--- config.mk ---
export PLATFORM = sky130hd
export DESIGN_NAME = program_stream_audio_demux_core
export DESIGN_NICKNAME = d
export VERILOG_FILES = /design/src/sv/psad_pkg.sv /design/src/sv/program_stream_audio_demux_core.sv /design/src/sv/psad_parser.sv /design/src/sv/psad_queue.sv
export SDC_FILE = /design/constraint.sdc
export NUM_CORES = 1
export LEC_CHECK = 0
export BUFFER_PORTS_ARGS = -buffer_cell sky130_fd_sc_hd__buf_2
export CAP_MARGIN = 25
export CORE_MARGIN = 4
export CORE_UTILIZATION = 65
export CTS_CLUSTER_SIZE = 24
export DETAILED_ROUTE_END_ITERATION = 10
export GPL_TIMING_DRIVEN = 1
export PLACE_DENSITY_LB_ADDON = 0.08
export SYNTH_ARGS = -nofsm -noshare
export SYNTH_HDL_FRONTEND = slang
export SYNTH_SLANG_ARGS = --single-unit
--- constraint.sdc ---
create_clock -name clk -period 5.63 [get_ports clk]
set_input_delay 1.689 -clock clk [delete_from_list [all_inputs] [get_ports clk]]
set_output_delay 1.689 -clock clk [all_outputs]
set_load 0.05 [all_outputs]
--- src/sv/psad_pkg.sv ---
`timescale 1ns / 1ps
`default_nettype none
// ----------------------------------------------------------------------------
// Program stream audio demux: shared package
// Parse phases, protocol byte values and the result beat type shared by the
// parser, the result queue and the top level.
// ----------------------------------------------------------------------------
package psad_pkg;

	// Depth of the queue between the parser and the output side.
	localparam int QUEUE_DEPTH = 4;

	// Start code ids and the pack header length after its id byte.
	localparam logic [7:0] PACK_ID   = 8'hBA;
	localparam logic [7:0] END_ID    = 8'hB9;
	localparam logic [7:0] AUDIO_LO  = 8'hC0;
	localparam logic [7:0] AUDIO_HI  = 8'hDF;
	localparam logic [3:0] PACK_REST = 4'd8;

	// Audio packet header bytes.
	localparam logic [7:0] STUFF_BYTE = 8'hFF;
	localparam logic [7:0] STD_MASK   = 8'hC0;
	localparam logic [7:0] STD_TAG    = 8'h40;
	localparam logic [7:0] TS_MASK    = 8'hF0;
	localparam logic [7:0] TS_PTS     = 8'h20;
	localparam logic [7:0] TS_PTS_DTS = 8'h30;
	localparam logic [7:0] TS_NONE    = 8'h0F;
	localparam logic [3:0] PTS_REST     = 4'd4;
	localparam logic [3:0] PTS_DTS_REST = 4'd9;

	typedef enum logic [3:0] {
		PH_SEARCH,
		PH_ID,
		PH_PACK,
		PH_LHI_O,
		PH_LLO_O,
		PH_LHI_A,
		PH_LLO_A,
		PH_SKIP,
		PH_STUFF,
		PH_STD,
		PH_TS,
		PH_FSKIP,
		PH_PAYLOAD,
		PH_ENDED
	} phase_t;

	typedef struct packed {
		logic [7:0] es_byte;
		logic       byte_valid;
		logic       end_of_stream;
		logic [7:0] audio_stream_id;
	} result_t;

endpackage
`default_nettype wire

--- src/sv/program_stream_audio_demux_core.sv ---
`timescale 1ns / 1ps
`default_nettype none
// ----------------------------------------------------------------------------
// Program stream audio demux core
// Extracts the payload of the first audio stream of an MPEG-1 program stream.
// ----------------------------------------------------------------------------
// Usage:
// The source channel (src_valid / src_ready) carries one stream byte per beat
// with end_of_input set on the final byte. The result channel
// (res_valid / res_ready) carries one beat for every audio payload byte and
// one for the final byte, which has end_of_stream set and byte_valid set only
// if that byte is payload too. audio_stream_id shows the locked audio id, or
// zero until the first audio packet length has been read.
// The parser takes one byte per cycle while the queue has room; a result beat
// is written into the queue when the byte that caused it is taken. Sustained
// throughput is one byte per cycle while the receiver keeps up.
// Results wait in a queue of QUEUE_DEPTH beats. When the receiver stalls the
// queue fills and src_ready drops only once it is full, so the parser and the
// receiver stall independently of each other.
// After the final byte the parser is back in its reset state and the next
// stream may follow at once. Reset clears the parser and empties the queue.
// ----------------------------------------------------------------------------
module program_stream_audio_demux_core #(
	parameter int QUEUE_DEPTH = psad_pkg::QUEUE_DEPTH
) (
	input  wire logic       clk,
	input  wire logic       arst_n,
	input  wire logic       src_valid,
	output logic            src_ready,
	input  wire logic [7:0] in_byte,
	input  wire logic       end_of_input,
	output logic            res_valid,
	input  wire logic       res_ready,
	output logic [7:0]      es_byte,
	output logic            byte_valid,
	output logic            end_of_stream,
	output logic [7:0]      audio_stream_id
);

	logic              accept;
	logic              push;
	logic              full;
	psad_pkg::result_t parsed;
	psad_pkg::result_t head;

	// A byte is taken whenever the queue has room for its possible result.
	assign src_ready = !full;
	assign accept    = src_valid && src_ready;

	psad_parser u_parser (
		.clk          (clk),
		.arst_n       (arst_n),
		.accept       (accept),
		.in_byte      (in_byte),
		.end_of_input (end_of_input),
		.push         (push),
		.result       (parsed)
	);

	psad_queue #(
		.Depth (QUEUE_DEPTH)
	) u_queue (
		.clk        (clk),
		.arst_n     (arst_n),
		.push       (push),
		.push_data  (parsed),
		.full       (full),
		.head_valid (res_valid),
		.pop        (res_ready),
		.head       (head)
	);

	assign es_byte         = head.es_byte;
	assign byte_valid      = head.byte_valid;
	assign end_of_stream   = head.end_of_stream;
	assign audio_stream_id = head.audio_stream_id;

endmodule
`default_nettype wire

--- src/sv/psad_parser.sv ---
`timescale 1ns / 1ps
`default_nettype none
// ----------------------------------------------------------------------------
// Program stream audio demux: stream parser
// Classifies each accepted byte, tracks start codes and packet lengths, and
// produces a result beat for payload bytes and for the final byte.
// ----------------------------------------------------------------------------
module psad_parser (
	input  wire logic              clk,
	input  wire logic              arst_n,
	input  wire logic              accept,
	input  wire logic [7:0]        in_byte,
	input  wire logic              end_of_input,
	output logic                   push,
	output psad_pkg::result_t      result
);

	psad_pkg::phase_t phase_q, phase_d;
	logic [1:0]  zero_run_q, zero_run_d;
	logic [3:0]  header_count_q, header_count_d;
	logic [7:0]  length_high_q, length_high_d;
	logic [15:0] remaining_q, remaining_d;
	logic [3:0]  field_skip_q, field_skip_d;
	logic [7:0]  locked_id_q, locked_id_d;
	logic        id_locked_q, id_locked_d;
	logic        emit;

	// Next state.
	always_comb begin
		logic        in_packet;
		logic [15:0] len;
		in_packet      = 1'b0;
		len            = {length_high_q, in_byte};
		phase_d        = phase_q;
		zero_run_d     = zero_run_q;
		header_count_d = header_count_q;
		length_high_d  = length_high_q;
		remaining_d    = remaining_q;
		field_skip_d   = field_skip_q;
		locked_id_d    = locked_id_q;
		id_locked_d    = id_locked_q;

		case (phase_q)
			psad_pkg::PH_SEARCH: begin
				if (in_byte == 8'h00) begin
					if (zero_run_q != 2'd2) zero_run_d = zero_run_q + 2'd1;
				end else if (in_byte == 8'h01 && zero_run_q == 2'd2) begin
					zero_run_d = 2'd0;
					phase_d    = psad_pkg::PH_ID;
				end else begin
					zero_run_d = 2'd0;
				end
			end
			psad_pkg::PH_ID: begin
				if (in_byte == psad_pkg::PACK_ID) begin
					header_count_d = psad_pkg::PACK_REST;
					phase_d        = psad_pkg::PH_PACK;
				end else if (in_byte == psad_pkg::END_ID) begin
					phase_d = psad_pkg::PH_ENDED;
				end else if (in_byte inside {[psad_pkg::AUDIO_LO:psad_pkg::AUDIO_HI]} &&
				             (!id_locked_q || in_byte == locked_id_q)) begin
					locked_id_d = in_byte;
					phase_d     = psad_pkg::PH_LHI_A;
				end else begin
					phase_d = psad_pkg::PH_LHI_O;
				end
			end
			psad_pkg::PH_PACK: begin
				if (header_count_q != 4'd0) header_count_d = header_count_q - 4'd1;
				if (header_count_q <= 4'd1) begin
					zero_run_d = 2'd0;
					phase_d    = psad_pkg::PH_SEARCH;
				end
			end
			psad_pkg::PH_LHI_O: begin
				length_high_d = in_byte;
				phase_d       = psad_pkg::PH_LLO_O;
			end
			psad_pkg::PH_LHI_A: begin
				length_high_d = in_byte;
				phase_d       = psad_pkg::PH_LLO_A;
			end
			psad_pkg::PH_LLO_O, psad_pkg::PH_LLO_A: begin
				remaining_d = len;
				if (phase_q == psad_pkg::PH_LLO_A) begin
					id_locked_d = 1'b1;
					phase_d     = psad_pkg::PH_STUFF;
				end else begin
					phase_d = psad_pkg::PH_SKIP;
				end
				if (len == 16'd0) begin
					zero_run_d = 2'd0;
					phase_d    = psad_pkg::PH_SEARCH;
				end
			end
			psad_pkg::PH_SKIP: begin
				in_packet = 1'b1;
			end
			psad_pkg::PH_STUFF, psad_pkg::PH_TS: begin
				in_packet = 1'b1;
				if (phase_q == psad_pkg::PH_STUFF && in_byte == psad_pkg::STUFF_BYTE) begin
					phase_d = psad_pkg::PH_STUFF;
				end else if (phase_q == psad_pkg::PH_STUFF &&
				             (in_byte & psad_pkg::STD_MASK) == psad_pkg::STD_TAG) begin
					phase_d = psad_pkg::PH_STD;
				end else if ((in_byte & psad_pkg::TS_MASK) == psad_pkg::TS_PTS) begin
					field_skip_d = psad_pkg::PTS_REST;
					phase_d      = psad_pkg::PH_FSKIP;
				end else if ((in_byte & psad_pkg::TS_MASK) == psad_pkg::TS_PTS_DTS) begin
					field_skip_d = psad_pkg::PTS_DTS_REST;
					phase_d      = psad_pkg::PH_FSKIP;
				end else begin
					phase_d = psad_pkg::PH_PAYLOAD;
				end
			end
			psad_pkg::PH_STD: begin
				in_packet = 1'b1;
				phase_d   = psad_pkg::PH_TS;
			end
			psad_pkg::PH_FSKIP: begin
				in_packet = 1'b1;
				if (field_skip_q != 4'd0) field_skip_d = field_skip_q - 4'd1;
				if (field_skip_q <= 4'd1) phase_d = psad_pkg::PH_PAYLOAD;
			end
			psad_pkg::PH_PAYLOAD: begin
				in_packet = 1'b1;
			end
			default: begin
				phase_d = psad_pkg::PH_ENDED;
			end
		endcase

		// The packet length bounds every skip inside the packet.
		if (in_packet) begin
			if (remaining_q != 16'd0) remaining_d = remaining_q - 16'd1;
			if (remaining_q <= 16'd1) begin
				zero_run_d = 2'd0;
				phase_d    = psad_pkg::PH_SEARCH;
			end
		end

		// The final byte returns the parser to its reset state.
		if (end_of_input) begin
			phase_d        = psad_pkg::PH_SEARCH;
			zero_run_d     = 2'd0;
			header_count_d = 4'd0;
			length_high_d  = 8'd0;
			remaining_d    = 16'd0;
			field_skip_d   = 4'd0;
			locked_id_d    = 8'd0;
			id_locked_d    = 1'b0;
		end
	end

	// Outputs.
	always_comb begin
		case (phase_q)
			psad_pkg::PH_PAYLOAD: emit = 1'b1;
			psad_pkg::PH_STUFF:   emit = in_byte != psad_pkg::STUFF_BYTE &&
			                             (in_byte & psad_pkg::STD_MASK) != psad_pkg::STD_TAG &&
			                             (in_byte & psad_pkg::TS_MASK) != psad_pkg::TS_PTS &&
			                             (in_byte & psad_pkg::TS_MASK) != psad_pkg::TS_PTS_DTS &&
			                             in_byte != psad_pkg::TS_NONE;
			psad_pkg::PH_TS:      emit = (in_byte & psad_pkg::TS_MASK) != psad_pkg::TS_PTS &&
			                             (in_byte & psad_pkg::TS_MASK) != psad_pkg::TS_PTS_DTS &&
			                             in_byte != psad_pkg::TS_NONE;
			default:              emit = 1'b0;
		endcase

		push                   = accept && (emit || end_of_input);
		result.es_byte         = emit ? in_byte : 8'd0;
		result.byte_valid      = emit;
		result.end_of_stream   = end_of_input;
		// The id locks on the low length byte of the first audio packet.
		result.audio_stream_id = (id_locked_q || phase_q == psad_pkg::PH_LLO_A) ?
		                         locked_id_q : 8'd0;
	end

	always_ff @(posedge clk or negedge arst_n) begin
		if (!arst_n) begin
			phase_q        <= psad_pkg::PH_SEARCH;
			zero_run_q     <= 2'd0;
			header_count_q <= 4'd0;
			length_high_q  <= 8'd0;
			remaining_q    <= 16'd0;
			field_skip_q   <= 4'd0;
			locked_id_q    <= 8'd0;
			id_locked_q    <= 1'b0;
		end else if (accept) begin
			phase_q        <= phase_d;
			zero_run_q     <= zero_run_d;
			header_count_q <= header_count_d;
			length_high_q  <= length_high_d;
			remaining_q    <= remaining_d;
			field_skip_q   <= field_skip_d;
			locked_id_q    <= locked_id_d;
			id_locked_q    <= id_locked_d;
		end
	end

endmodule
`default_nettype wire

--- src/sv/psad_queue.sv ---
`timescale 1ns / 1ps
`default_nettype none
// ----------------------------------------------------------------------------
// Program stream audio demux: result queue
// Small register queue between the parser and the output channel; its head
// drives the output beat.
// ----------------------------------------------------------------------------
module psad_queue #(
	parameter int Depth = psad_pkg::QUEUE_DEPTH
) (
	input  wire logic              clk,
	input  wire logic              arst_n,
	input  wire logic              push,
	input  wire psad_pkg::result_t push_data,
	output logic                   full,
	output logic                   head_valid,
	input  wire logic              pop,
	output psad_pkg::result_t      head
);

	localparam int PtrW = (Depth > 1) ? $clog2(Depth) : 1;
	localparam int CntW = $clog2(Depth + 1);

	psad_pkg::result_t entry_q [Depth];
	logic [PtrW-1:0] wr_ptr_q, rd_ptr_q;
	logic [CntW-1:0] count_q;
	logic            do_pop;

	assign full       = count_q == CntW'(Depth);
	assign head_valid = count_q != '0;
	assign head       = entry_q[rd_ptr_q];
	assign do_pop     = pop && head_valid;

	always_ff @(posedge clk) begin
		if (push) entry_q[wr_ptr_q] <= push_data;
	end

	always_ff @(posedge clk or negedge arst_n) begin
		if (!arst_n) begin
			wr_ptr_q <= '0;
			rd_ptr_q <= '0;
			count_q  <= '0;
		end else begin
			if (push) begin
				wr_ptr_q <= (wr_ptr_q == PtrW'(Depth - 1)) ? '0 : wr_ptr_q + 1'b1;
			end
			if (do_pop) begin
				rd_ptr_q <= (rd_ptr_q == PtrW'(Depth - 1)) ? '0 : rd_ptr_q + 1'b1;
			end
			if (push && !do_pop) begin
				count_q <= count_q + 1'b1;
			end else if (!push && do_pop) begin
				count_q <= count_q - 1'b1;
			end
		end
	end

endmodule
`default_nettype wire
==> results.cfg <==
[synth]
synth.ff_latch_count = 126
synth_warnings = 0
syn_inst = 571
synth_nets = 600
synth_area_per_cell_um2 = 11.7
ys_seq_area_share_pct = 52.8
syn-cell-area_mm2 = 0.00665
synth_top_cell_by_area = edfxtp_1
synth_cell_types = 83
synthArstFlopShare_pct = 42.9
synth-main-ff-cell = edfxtp_1
synth_edf_count = 72
synth_area_leaders = edfxtp_1 32%, dfrtp_1 20%, mux4_2 6.1%
synth_top_cell_area_share_pct = 32.5

[detailed_routing]
dr_total_vias = 5089
drt_first_pass_iters = 6
drtIter0Drc = 527
routed_via_density = 6.86
drc = 0
ant_nets = 0
wl_per_cell_um = 21.9
totalWireLength_um = 16300

[global_routing]
first_global_vias = 4961
antenna_found_initial = 2
grt_overflow = 0
grt_first_pass_wirelength_um = 26500
grt_max_degree = 55
track_usage_pct = 29.8

[outcome]
status = completed

[sta]
skew_ns = 0.00939
period_share_pct = 71.6
relSlewSlack_pct = 35.7
whs_ns = 0.539
setup_tns_ns = 0
tightest_slew_ns = 0.965
setup_slack_ns = 1.60
fin_crit_ns = 4.03
hold_viol = 0
timing.fmax_mhz = 248
setup_violations = 0
drv_slew = 0
rsz0062_at_grt = no

[critical_path]
reg2regPathDepth = 10
cp_slowest_stage_delay_ns = 0.79
cp.required_ns = 3.94
rrSetupSlack_ns = 2.54
critical_path_class = reg2out
worstReg2RegEnd = u_queue.count_q[2]
path_cells = buf_8 > mux4_2 > buf_2
start_kind = flip-flop
critical_path_peak_fanout = 10
cp.arrival_ns = 2.34
r2r-start = u_parser.phase_q[3]
endpoint_kind = output port
crit_slowest_cell = dfrtp_1

[floorplanning]
dieArea_mm2 = 0.0119
die_h_um = 109
ios = 33
initial_core_util_pct = 67.4
die_w_um = 109
coreArea_mm2 = 0.00986
rows = 36

[clock_network]
cts_buffer_depth = 2
path_clk_slew_ns = 0.06
cts_setup_buffers = 0
cts_root_buf = clkbuf_8
htree_levels = 4
cts_tree = built
cts_resized = 0
clkLatencyLatePin_ns = 0.53
postCtsHoldBufs = 0
cts_made_buffers = 17
clock-sinks = 126

[hold_path]
min_to = u_queue.count_q[2]
hold_depth = 1
hp-start = u_queue.count_q[2]
hold_path.class = reg2reg

[pwr]
leakagePower_nw = 2.89
p_per_area_mw_per_mm2 = 448
power_frac_comb_pct = 30.3
ir_worst_vdd_mv = 0.303
power_mw = 3.34
switching_power_mw = 1.24
switching_share_pct = 37.0
p_clk_share_pct = 32.2
intPower_mw = 2.11
seqPwrFrac_pct = 37.5

[layout]
fin_nets = 624
fill_cells = 620
drive_gt1_share_pct = 18.8
area_growth_pct = 12.1

[place]
io_buffer_count = 32
place.gp.congestion = 0.906
dp_hpwl_um = 10200
place_ws_ns = 1.44

[run]
drv_cap = 0
## critical path: cells and delay by family, from the launching register on
family | cells | cell delay (ns)
flops | 1 | 0.79
mux | 1 | 0.53
buf+inv | 2 | 0.48
## through the flow
| step | instances | utilization, % | area (µm²) |
|---|---|---|---|
| 2_1_floorplan | 571 | - | 6650 |
| 3_5_place_dp | 708 | 69.6 | 6870 |
| 3_3_place_gp | 707 | 69.5 | 6850 |
| 5_1_grt | 742 | 75.6 | 7450 |
| 6_report | 742 | 75.6 | 7450 |
| 4_1_cts | 740 | 75.5 | 7440 |
## layer usage
layer | global-route usage [%] | share of wire (%) | wire length [µm] | vias to the layer above
li1 | - | - | - | 2226
met1 | 39.4 | 41 | 6620 | 2507
met2 | 48.3 | 49 | 7950 | 302
met3 | 6.51 | 7.7 | 1250 | 52
met4 | 11.5 | 2.8 | 448 | 2
met5 | 0 | 0.074 | 12 | -
## power by group through the flow
stage | clock [mW] | sequential, mW | combinational, mW
floorplan | 0 | 1.19 | 0.831
global placement | 0 | 1.27 | 0.937
detailed placement | 0 | 1.26 | 1.00
CTS | 1.08 | 1.25 | 1.01
global route | 1.13 | 1.27 | 1.09
finish | 1.08 | 1.25 | 1.01
## cells in the mapped netlist (3+ instances only)
library cell / count
edfxtp_1: 72
nor2b_1: 8
and2_1: 11
o211ai_1: 8
dfrtp_1: 54
mux4_2: 18
mux2_2: 4
nand4_1: 14
nand2b_1: 3
mux2i_1: 5
ha_1: 15
inv_1: 35
a221oi_1: 3
xor2_1: 3
nand2_1: 46
a32o_1: 3
o21a_1: 4
a21oi_1: 22
a211o_1: 3
o22ai_1: 8
nor2_1: 36
o21ai_0: 23
o31ai_1: 3
a21o_1: 4
buf_2: 16
nand3_1: 7
nor3_1: 12
nor4_1: 5
o41ai_1: 8
or3_1: 6
a31oi_1: 8
o21ai_1: 3
xnor2_1: 11
clkbuf_1: 14
o311ai_0: 9
a211oi_1: 8
## placed cells by master, fill, tap and decap left out, types with 4 or more instances in the layout
| master | instances |
|---|---|
| edfxtp_1 | 72 |
| dfrtp_1 | 54 |
| nand2_1 | 46 |
| nor2_1 | 36 |
| inv_1 | 35 |
| buf_2 | 32 |
| o21ai_0 | 23 |
| a21oi_1 | 22 |
| mux4_2 | 18 |
| clkbuf_16 | 16 |
| ha_1 | 15 |
| nand4_1 | 14 |
| nor3_1 | 12 |
| xnor2_1 | 11 |
| and2_1 | 11 |
| o311ai_0 | 9 |
| o22ai_1 | 8 |
| o211ai_1 | 8 |
| a31oi_1 | 8 |
| o41ai_1 | 8 |
| nor2b_1 | 8 |
| a211oi_1 | 8 |
| nand3_1 | 7 |
| buf_4 | 7 |
| or3_1 | 6 |
| mux2i_1 | 5 |
| nor4_1 | 5 |
| clkinvlp_4 | 5 |
| a21o_1 | 4 |
| o21a_1 | 4 |
| mux2_2 | 4 |
## worst max path at each step
stage / from / end / cells past startpoint / slack [ns]
floorplan: in_byte[6] / u_queue.count_q[1] / 8 / 1.87
global placement: in_byte[0] / u_queue.entry_q[3][7] / 6 / 1.61
detailed placement: in_byte[0] / u_queue.count_q[2] / 11 / 1.44
CTS: u_queue.rd_ptr_q[0] / es_byte[1] / 3 / 1.55
global route: u_queue.rd_ptr_q[0] / es_byte[1] / 3 / 1.44
finish: u_queue.rd_ptr_q[0] / es_byte[1] / 3 / 1.60
## layout make-up
cell class | instances | area [µm²] | area share, %
multi-input combinational | 374 | 2830 | 38.0
clock inverter | 15 | 163 | 2.18
timing repair buffer | 40 | 228 | 3.05
sequential | 126 | 3510 | 47.1
tap | 133 | 166 | 2.23
clock buffer | 17 | 414 | 5.56
inverter | 36 | 135 | 1.81
antenna | 1 | 2.50 | 0.0336
## flip-flops by register name, summed over array words and instances (netlist names)
register	count
u_parser.field_skip_q	4
u_queue.rd_ptr_q	2
u_parser.zero_run_q	2
u_parser.remaining_q	16
u_queue.count_q	3
u_parser.phase_q	4
u_parser.length_high_q	8
u_queue.wr_ptr_q	2
u_parser.locked_id_q	8
u_parser.id_locked_q	1
u_queue.entry_q	72
u_parser.header_count_q	4
## cell families after synthesis
family / count (synthesis) / share of synthesized area [%]
AO/OA/AOI/OAI: 141 / 15.4
XOR/XNOR: 14 / 1.84
adder cells (fa/ha/maj): 16 / 3.12
buffers and inverters: 71 / 4.61
flip-flops: 126 / 52.8
multiplexers: 27 / 7.52
AND/OR/NAND/NOR: 176 / 14.7
No activity file was read; power rests on OpenSTA's default activity.
